==> src/hw/rtl/tma_pkg.sv <==
package tma_pkg;

   localparam int WINDOW_DEPTH = 8;

   localparam int RAW_W   = 14;
   localparam int VALUE_W = 15;
   localparam int AVG_W   = 15;
   localparam int SAMP_W  = 4;

   localparam int SLOT_W  = (WINDOW_DEPTH > 1) ? $clog2(WINDOW_DEPTH) : 1;
   localparam int TOTAL_W = VALUE_W + $clog2(WINDOW_DEPTH);
   localparam int CNT_RAW_W = $clog2(WINDOW_DEPTH + 1);
   localparam int CNT_W   = (CNT_RAW_W > SAMP_W) ? CNT_RAW_W : SAMP_W;
   localparam int ITER_W  = $clog2(TOTAL_W + 1);

   localparam int REQ_TDATA_W = ((RAW_W + 7) / 8) * 8;
   localparam int RSP_FIELD_W = AVG_W + SAMP_W;
   localparam int RSP_TDATA_W = ((RSP_FIELD_W + 7) / 8) * 8;

   localparam logic signed [VALUE_W-1:0] RAW_OFFSET = VALUE_W'(3960);

   typedef enum logic [1:0] {
      ST_IDLE,
      ST_READ,
      ST_DIVIDE,
      ST_OUTPUT
   } state_type;

endpackage

==> src/hw/rtl/temperature_moving_average.sv <==
// Moving average of temperature readings. Each req transfer carries one raw 14-bit converter
// code; it is turned into hundredths of a degree C (raw - 3960), written into an
// eight-entry ring, and one rsp transfer returns the mean of the stored readings together
// with how many readings it covers (the count grows from 1 until the ring wraps, then stays
// at the window size). The mean is truncated toward zero. Each item runs through these steps
// in order: update the running total from the ring slot being replaced, run the bit-serial
// divider that handles the warm-up counts at one quotient bit per cycle, see the divider
// finish, load the output register and make the rsp transfer. req_tready is low while an item
// is in work; the result sits in an output register so a stalled consumer only holds the
// block once the next result is ready.
module temperature_moving_average (
   input  logic                                   clock,
   input  logic                                   reset,
   input  logic                                   req_tvalid,
   output logic                                   req_tready,
   // raw_reading [13:0], zero [15:14]
   input  logic [tma_pkg::REQ_TDATA_W-1:0]        req_tdata,
   output logic                                   rsp_tvalid,
   input  logic                                   rsp_tready,
   // average_centideg [14:0], samples_averaged [18:15], zero [23:19]
   output logic [tma_pkg::RSP_TDATA_W-1:0]        rsp_tdata
);

   localparam int TW = tma_pkg::TOTAL_W;

   tma_pkg::state_type                   state_ff, state_in;
   logic [tma_pkg::SLOT_W-1:0]           slot_ff, slot_in;
   logic                                 filled_ff, filled_in;
   logic signed [TW-1:0]                 total_ff, total_in;
   logic signed [tma_pkg::VALUE_W-1:0]   value_ff, value_in;
   logic [tma_pkg::CNT_W-1:0]            count_ff, count_in;
   logic                                 rsp_valid_ff, rsp_valid_in;
   logic signed [tma_pkg::AVG_W-1:0]     rsp_avg_ff, rsp_avg_in;
   logic [tma_pkg::SAMP_W-1:0]           rsp_cnt_ff, rsp_cnt_in;

   logic                                 req_xfer;
   logic                                 ring_wr;
   logic signed [tma_pkg::VALUE_W-1:0]   old_value;
   logic                                 div_start;
   logic                                 div_done;
   logic signed [TW-1:0]                 div_quotient;
   logic [tma_pkg::SLOT_W-1:0]           slot_next;

   assign req_tready = (state_ff == tma_pkg::ST_IDLE);
   assign req_xfer   = req_tvalid && req_tready;

   tma_ring u_ring (
      .clock    (clock),
      .wr_en    (ring_wr),
      .wr_slot  (slot_ff),
      .wr_value (value_ff),
      .rd_en    (req_xfer),
      .rd_slot  (slot_ff),
      .rd_value (old_value)
   );

   tma_divider u_divider (
      .clock    (clock),
      .reset    (reset),
      .start    (div_start),
      .dividend (total_in),
      .divisor  (count_in),
      .done     (div_done),
      .quotient (div_quotient)
   );

   always_ff @(posedge clock) begin
      if (reset) begin
         state_ff     <= tma_pkg::ST_IDLE;
         slot_ff      <= '0;
         filled_ff    <= 1'b0;
         total_ff     <= '0;
         rsp_valid_ff <= 1'b0;
      end else begin
         state_ff     <= state_in;
         slot_ff      <= slot_in;
         filled_ff    <= filled_in;
         total_ff     <= total_in;
         rsp_valid_ff <= rsp_valid_in;
      end
   end

   always_ff @(posedge clock) begin
      value_ff   <= value_in;
      count_ff   <= count_in;
      rsp_avg_ff <= rsp_avg_in;
      rsp_cnt_ff <= rsp_cnt_in;
   end

   assign slot_next = (slot_ff == tma_pkg::SLOT_W'(tma_pkg::WINDOW_DEPTH - 1))
                      ? '0 : slot_ff + 1'b1;

   always_comb begin
      state_in     = state_ff;
      slot_in      = slot_ff;
      filled_in    = filled_ff;
      total_in     = total_ff;
      value_in     = value_ff;
      count_in     = count_ff;
      rsp_valid_in = rsp_valid_ff && !rsp_tready;
      rsp_avg_in   = rsp_avg_ff;
      rsp_cnt_in   = rsp_cnt_ff;
      ring_wr      = 1'b0;
      div_start    = 1'b0;
      case (state_ff)
         tma_pkg::ST_IDLE: begin
            if (req_xfer) begin
               value_in = $signed({1'b0, req_tdata[tma_pkg::RAW_W-1:0]}) - tma_pkg::RAW_OFFSET;
               state_in = tma_pkg::ST_READ;
            end
         end
         tma_pkg::ST_READ: begin
            ring_wr   = 1'b1;
            total_in  = total_ff + TW'(value_ff)
                        - (filled_ff ? TW'(old_value) : TW'(0));
            slot_in   = slot_next;
            filled_in = filled_ff || (slot_next == '0);
            count_in  = filled_in ? tma_pkg::CNT_W'(tma_pkg::WINDOW_DEPTH)
                                  : tma_pkg::CNT_W'(slot_next);
            div_start = 1'b1;
            state_in  = tma_pkg::ST_DIVIDE;
         end
         tma_pkg::ST_DIVIDE: begin
            if (div_done) begin
               state_in = tma_pkg::ST_OUTPUT;
            end
         end
         tma_pkg::ST_OUTPUT: begin
            // quotient holds until the next start, so wait here for a free output register
            if (!rsp_valid_ff || rsp_tready) begin
               rsp_avg_in   = div_quotient[tma_pkg::AVG_W-1:0];
               rsp_cnt_in   = count_ff[tma_pkg::SAMP_W-1:0];
               rsp_valid_in = 1'b1;
               state_in     = tma_pkg::ST_IDLE;
            end
         end
         default: begin
            state_in = tma_pkg::ST_IDLE;
         end
      endcase
   end

   assign rsp_tvalid = rsp_valid_ff;
   assign rsp_tdata  = {(tma_pkg::RSP_TDATA_W - tma_pkg::RSP_FIELD_W)'(0), rsp_cnt_ff,
                        rsp_avg_ff};

endmodule

==> src/hw/rtl/tma_ring.sv <==
module tma_ring (
   input  logic                                clock,
   input  logic                                wr_en,
   input  logic [tma_pkg::SLOT_W-1:0]          wr_slot,
   input  logic signed [tma_pkg::VALUE_W-1:0]  wr_value,
   input  logic                                rd_en,
   input  logic [tma_pkg::SLOT_W-1:0]          rd_slot,
   output logic signed [tma_pkg::VALUE_W-1:0]  rd_value
);

   logic signed [tma_pkg::VALUE_W-1:0] mem [tma_pkg::WINDOW_DEPTH];
   logic signed [tma_pkg::VALUE_W-1:0] rd_value_ff;

   always_ff @(posedge clock) begin
      if (wr_en) begin
         mem[wr_slot] <= wr_value;
      end
   end

   always_ff @(posedge clock) begin
      if (rd_en) begin
         rd_value_ff <= mem[rd_slot];
      end
   end

   assign rd_value = rd_value_ff;

endmodule

==> src/hw/rtl/tma_divider.sv <==
module tma_divider (
   input  logic                                clock,
   input  logic                                reset,
   input  logic                                start,
   input  logic signed [tma_pkg::TOTAL_W-1:0]  dividend,
   input  logic [tma_pkg::CNT_W-1:0]           divisor,
   output logic                                done,
   output logic signed [tma_pkg::TOTAL_W-1:0]  quotient
);

   localparam int W = tma_pkg::TOTAL_W;
   localparam int C = tma_pkg::CNT_W;

   logic                          busy_ff, busy_in;
   logic                          done_ff, done_in;
   logic [tma_pkg::ITER_W-1:0]    iter_ff, iter_in;
   logic [W-1:0]                  quo_ff, quo_in;
   logic [C-1:0]                  rem_ff, rem_in;
   logic [C-1:0]                  div_ff, div_in;
   logic                          neg_ff, neg_in;
   logic [C:0]                    shifted;
   logic                          fits;

   always_ff @(posedge clock) begin
      if (reset) begin
         busy_ff <= 1'b0;
         done_ff <= 1'b0;
         iter_ff <= '0;
      end else begin
         busy_ff <= busy_in;
         done_ff <= done_in;
         iter_ff <= iter_in;
      end
   end

   always_ff @(posedge clock) begin
      quo_ff <= quo_in;
      rem_ff <= rem_in;
      div_ff <= div_in;
      neg_ff <= neg_in;
   end

   always_comb begin
      busy_in = busy_ff;
      done_in = 1'b0;
      iter_in = iter_ff;
      quo_in  = quo_ff;
      rem_in  = rem_ff;
      div_in  = div_ff;
      neg_in  = neg_ff;
      shifted = {rem_ff, quo_ff[W-1]};
      fits    = (shifted >= {1'b0, div_ff});
      if (start) begin
         busy_in = 1'b1;
         iter_in = '0;
         neg_in  = dividend[W-1];
         quo_in  = dividend[W-1] ? W'(-dividend) : W'(dividend);
         rem_in  = '0;
         div_in  = divisor;
      end else if (busy_ff) begin
         // one quotient bit per cycle, restoring
         rem_in  = fits ? C'(shifted - {1'b0, div_ff}) : shifted[C-1:0];
         quo_in  = {quo_ff[W-2:0], fits};
         iter_in = iter_ff + 1'b1;
         if (iter_ff == tma_pkg::ITER_W'(W - 1)) begin
            busy_in = 1'b0;
            done_in = 1'b1;
         end
      end
   end

   assign done     = done_ff;
   assign quotient = neg_ff ? -$signed(quo_ff) : $signed(quo_ff);

endmodule

==> config.mk <==
export PLATFORM = sky130hd
export DESIGN_NAME = temperature_moving_average
export DESIGN_NICKNAME = d
export VERILOG_FILES = /design/src/hw/rtl/tma_pkg.sv /design/src/hw/rtl/temperature_moving_average.sv /design/src/hw/rtl/tma_ring.sv /design/src/hw/rtl/tma_divider.sv
export SDC_FILE = /design/constraint.sdc
export NUM_CORES = 1
export LEC_CHECK = 0
export BUFFER_PORTS_ARGS = -buffer_cell sky130_fd_sc_hd__buf_4
export CAP_MARGIN = 20
export CORE_ASPECT_RATIO = 0.7
export CORE_MARGIN = 3
export CORE_UTILIZATION = 55
export CTS_BUF_LIST = sky130_fd_sc_hd__clkbuf_16
export DETAILED_ROUTE_END_ITERATION = 10
export GPL_TIMING_DRIVEN = 0
export PLACE_DENSITY = 0.83
export SLEW_MARGIN = 30
export SYNTH_ARGS = -nofsm -noshare
export SYNTH_HDL_FRONTEND = slang
export SYNTH_HIERARCHICAL = 1
export SYNTH_SLANG_ARGS = --single-unit
==> constraint.sdc <==
create_clock -name clock -period 7.2 [get_ports clock]
set_clock_uncertainty 0.1 [all_clocks]
set_input_delay 0.72 -clock clock [delete_from_list [all_inputs] [get_ports clock]]
set_output_delay 0.72 -clock clock [all_outputs]
set_load 0.03 [all_outputs]
==> results by group <==
STA
  – Final Setup Violations: 0
  – Final hold vios: 0
  – RSZ-0062 raised after global routing: false
  – Headroom to the max-slew limit: 0.450
  – Fin crit share: 0.737
  – Post-layout minimum cycle time: 5.31 ns
  – Hold slack: 0.278 ns
  – Setup TNS: 0 ns
  – Final number of max-transition violations: 0
  – Fmax: 0.188 GHz
  – Pin slew with the least headroom to its limit: 0.818 ns

Yosys
  – Mean Syn Cell Area: 13.3 sq um
  – Synth Instances: 854
  – Synth warnings: 6
  – Mapped Area: 11,400 sq um

Placed design
  – Number of port buffers: 38
  – GPL Wtd Cong: 0.926
  – HPWL Detailed: 15.8 mm

CTS
  – Clk slew on worst S/H paths: 0.06 ns
  – Sink Count: 232
  – Gates resized, CTS repair: 0
  – Root Buffer Master: clkbuf_16
  – Skew-Pair Late Insertion Delay: 0.52 ns
  – CTS Buffer Depth: 3
  – H-Tree Depth: 1
  – Setup Buffers After CTS: 0
  – TritonCTS buffer count: 23
  – Hold Buf Count CTS: 0
  – CTS tree: yes

Global routing
  – Initial antenna violation count: 0
  – GRT Residual Overflow: 0
  – Largest net degree at the start of global routing: 27
  – Vias in the first global route: 6,949
  – First-pass GRT wire length: 36.0 mm
  – GRT Total Usage: 0.202

Floorplan
  – Die H: 126 um
  – Initial core utilization: 0.567
  – Io pins: 46
  – Core area: 20,000 sq um
  – Die extent in x: 178 um
  – DIE AREA: 22,400 sq um
  – Site Rows: 43

Detailed routing
  – Top sig layer: met4
  – DRC: 0
  – Metal2 WL: 10.4 mm
  – DR iter-0 viols: 625
  – Final ANT Viol Nets: 0
  – Total number of vias: 7,109
  – Met3 WL: 1.65 mm
  – Routed wire length per instance: 18.6 um
  – Vias per cell: 5.84
  – DR pass1 iterations: 7
  – M1 WL: 10.1 mm
  – Total Wirelength: 22.6 mm

Setup path
  – Worst path bufs/invs: 5
  – Top cell family by delay on the critical path: buffers and inverters
  – Slowest cell on crit path: xor2_1
  – Crit. End Element: register
  – Worst EP arrival: 5.46 ns
  – CP most frequent cell: clkbuf_1
  – Crit-path max cell delay: 0.57 ns
  – Critical Path, Cell by Cell: clkbuf_1 > clkbuf_1 > and2_1 > fa_1 > inv_1 > ha_1 > a21o_1 > a211oi_2 > nand3_1 > o21ai_2 > mux2i_1 > xor2_1 > inv_1 > clkbuf_1 > a31oi_1 > xnor2_1 > a21oi_1
  – Critical path class: reg2reg
  – Crit Path Max Fanout: 10
  – Critical path required time: 7.35 ns
  – Startpoint types: register

Worst hold path
  – Hold WC Path Type: in2reg

Power
  – Pwr Density: 454 nW/um^2
  – VDD IR max: 238 uV
  – Pleak: 4.81 nW
  – Total power: 0.00584 W

Cells and area
  – Area Growth Syn to Fin: 13.4%
  – Layout cell share with drive strength beyond 1: 0.148
  – Post-layout net count: 1,005
  – # diodes: 0

Job
  – Max_cap viols: 0

Status
  – Status: finished, final reports clean
-- cell usage in the layout, fill, tap and decap left out, types with 7 or more instances in the layout --
cell,instances
edfxtp_1,192
a21oi_1,33
mux2_2,19
or3_1,9
o21ai_0,18
nor3_1,12
dfxtp_1,40
nand2_1,35
a31oi_1,13
clkbuf_1,23
a21o_1,12
clkbuf_16,23
nor2_1,48
inv_1,93
xor2_1,16
xnor2_1,32
nand2b_1,12
and2_1,24
fa_1,18
mux4_1,30
buf_4,49
mux2i_1,13
nor2b_1,7
nand3_1,17
ha_1,34
buf_6,10
nand4_1,9
-- power by group --
group	internal (W)	switching (W)
Sequential	0.00187	0.000181
Clock	0.000654	0.000491
Combinational	0.00106	0.00159
-- worst reg2reg max path, stage by stage (launching register included) --
cell      delay, ns
dfxtp_1        0.30
clkbuf_1       0.45
clkbuf_1       0.43
and2_1         0.21
fa_1           0.41
inv_1          0.07
ha_1           0.29
a21o_1         0.26
a211oi_2       0.30
nand3_1        0.12
o21ai_2        0.15
mux2i_1        0.29
xor2_1         0.57
inv_1          0.28
clkbuf_1       0.31
a31oi_1        0.28
xnor2_1        0.15
a21oi_1        0.08
-- stage by stage --
| step | util | worst slack, ns | instance area, sq um | cells |
|---|---|---|---|---|
| CTS | 0.643 | 1.97 | 12900 | 1218 |
| detailed placement | 0.607 | 2.03 | 12200 | 1178 |
| finish | 0.643 | 1.89 | 12900 | 1218 |
| floorplan | - | 3.05 | 11400 | 858 |
| global placement | 0.599 | 2.13 | 12000 | 1166 |
| global route | 0.643 | 1.52 | 12900 | 1218 |
-- worst paths after layout --
check | slack (ns) | start | to | cells past startpoint
worst max-delay path | 1.89 | filled_ff | u_divider/quo_ff[8] | 17
worst min-delay path | 0.28 | reset | u_divider/busy_ff | 2
worst max register to register | 1.89 | filled_ff | u_divider/quo_ff[8] | 17
worst min register to register | 0.33 | count_ff[1] | rsp_cnt_ff[1] | 0
-- flip-flops by register name, summed over array words and instances (netlist names), 2 cells and up --
name               cells
total_ff              18
value_ff              15
u_divider/quo_ff      18
u_divider/div_ff       4
u_divider/rem_ff       4
rsp_avg_ff            15
u_ring/rd_value       15
u_ring/mem           120
state_ff               2
slot_ff                3
count_ff               4
rsp_cnt_ff             4
u_divider/iter_ff      5
-- layer usage --
metal / track usage / up-vias
met5: 0 / -
met4: 0.0494 / 0
met3: 0.0338 / 47
met2: 0.316 / 272
met1: 0.300 / 3498
li1: - / 3292
-- layout make-up --
cell class / instances / area, sq um
Fill cell: 1444 / 7140
Sequential cell: 232 / 6570
Multi-Input combinational cell: 498 / 4310
Clock buffer: 23 / 576
Timing Repair Buffer: 50 / 414
Inverter: 90 / 338
Tap cell: 270 / 338
Buffer: 38 / 194
Clock inverter: 17 / 139
Power figures use the tool's default switching activity.
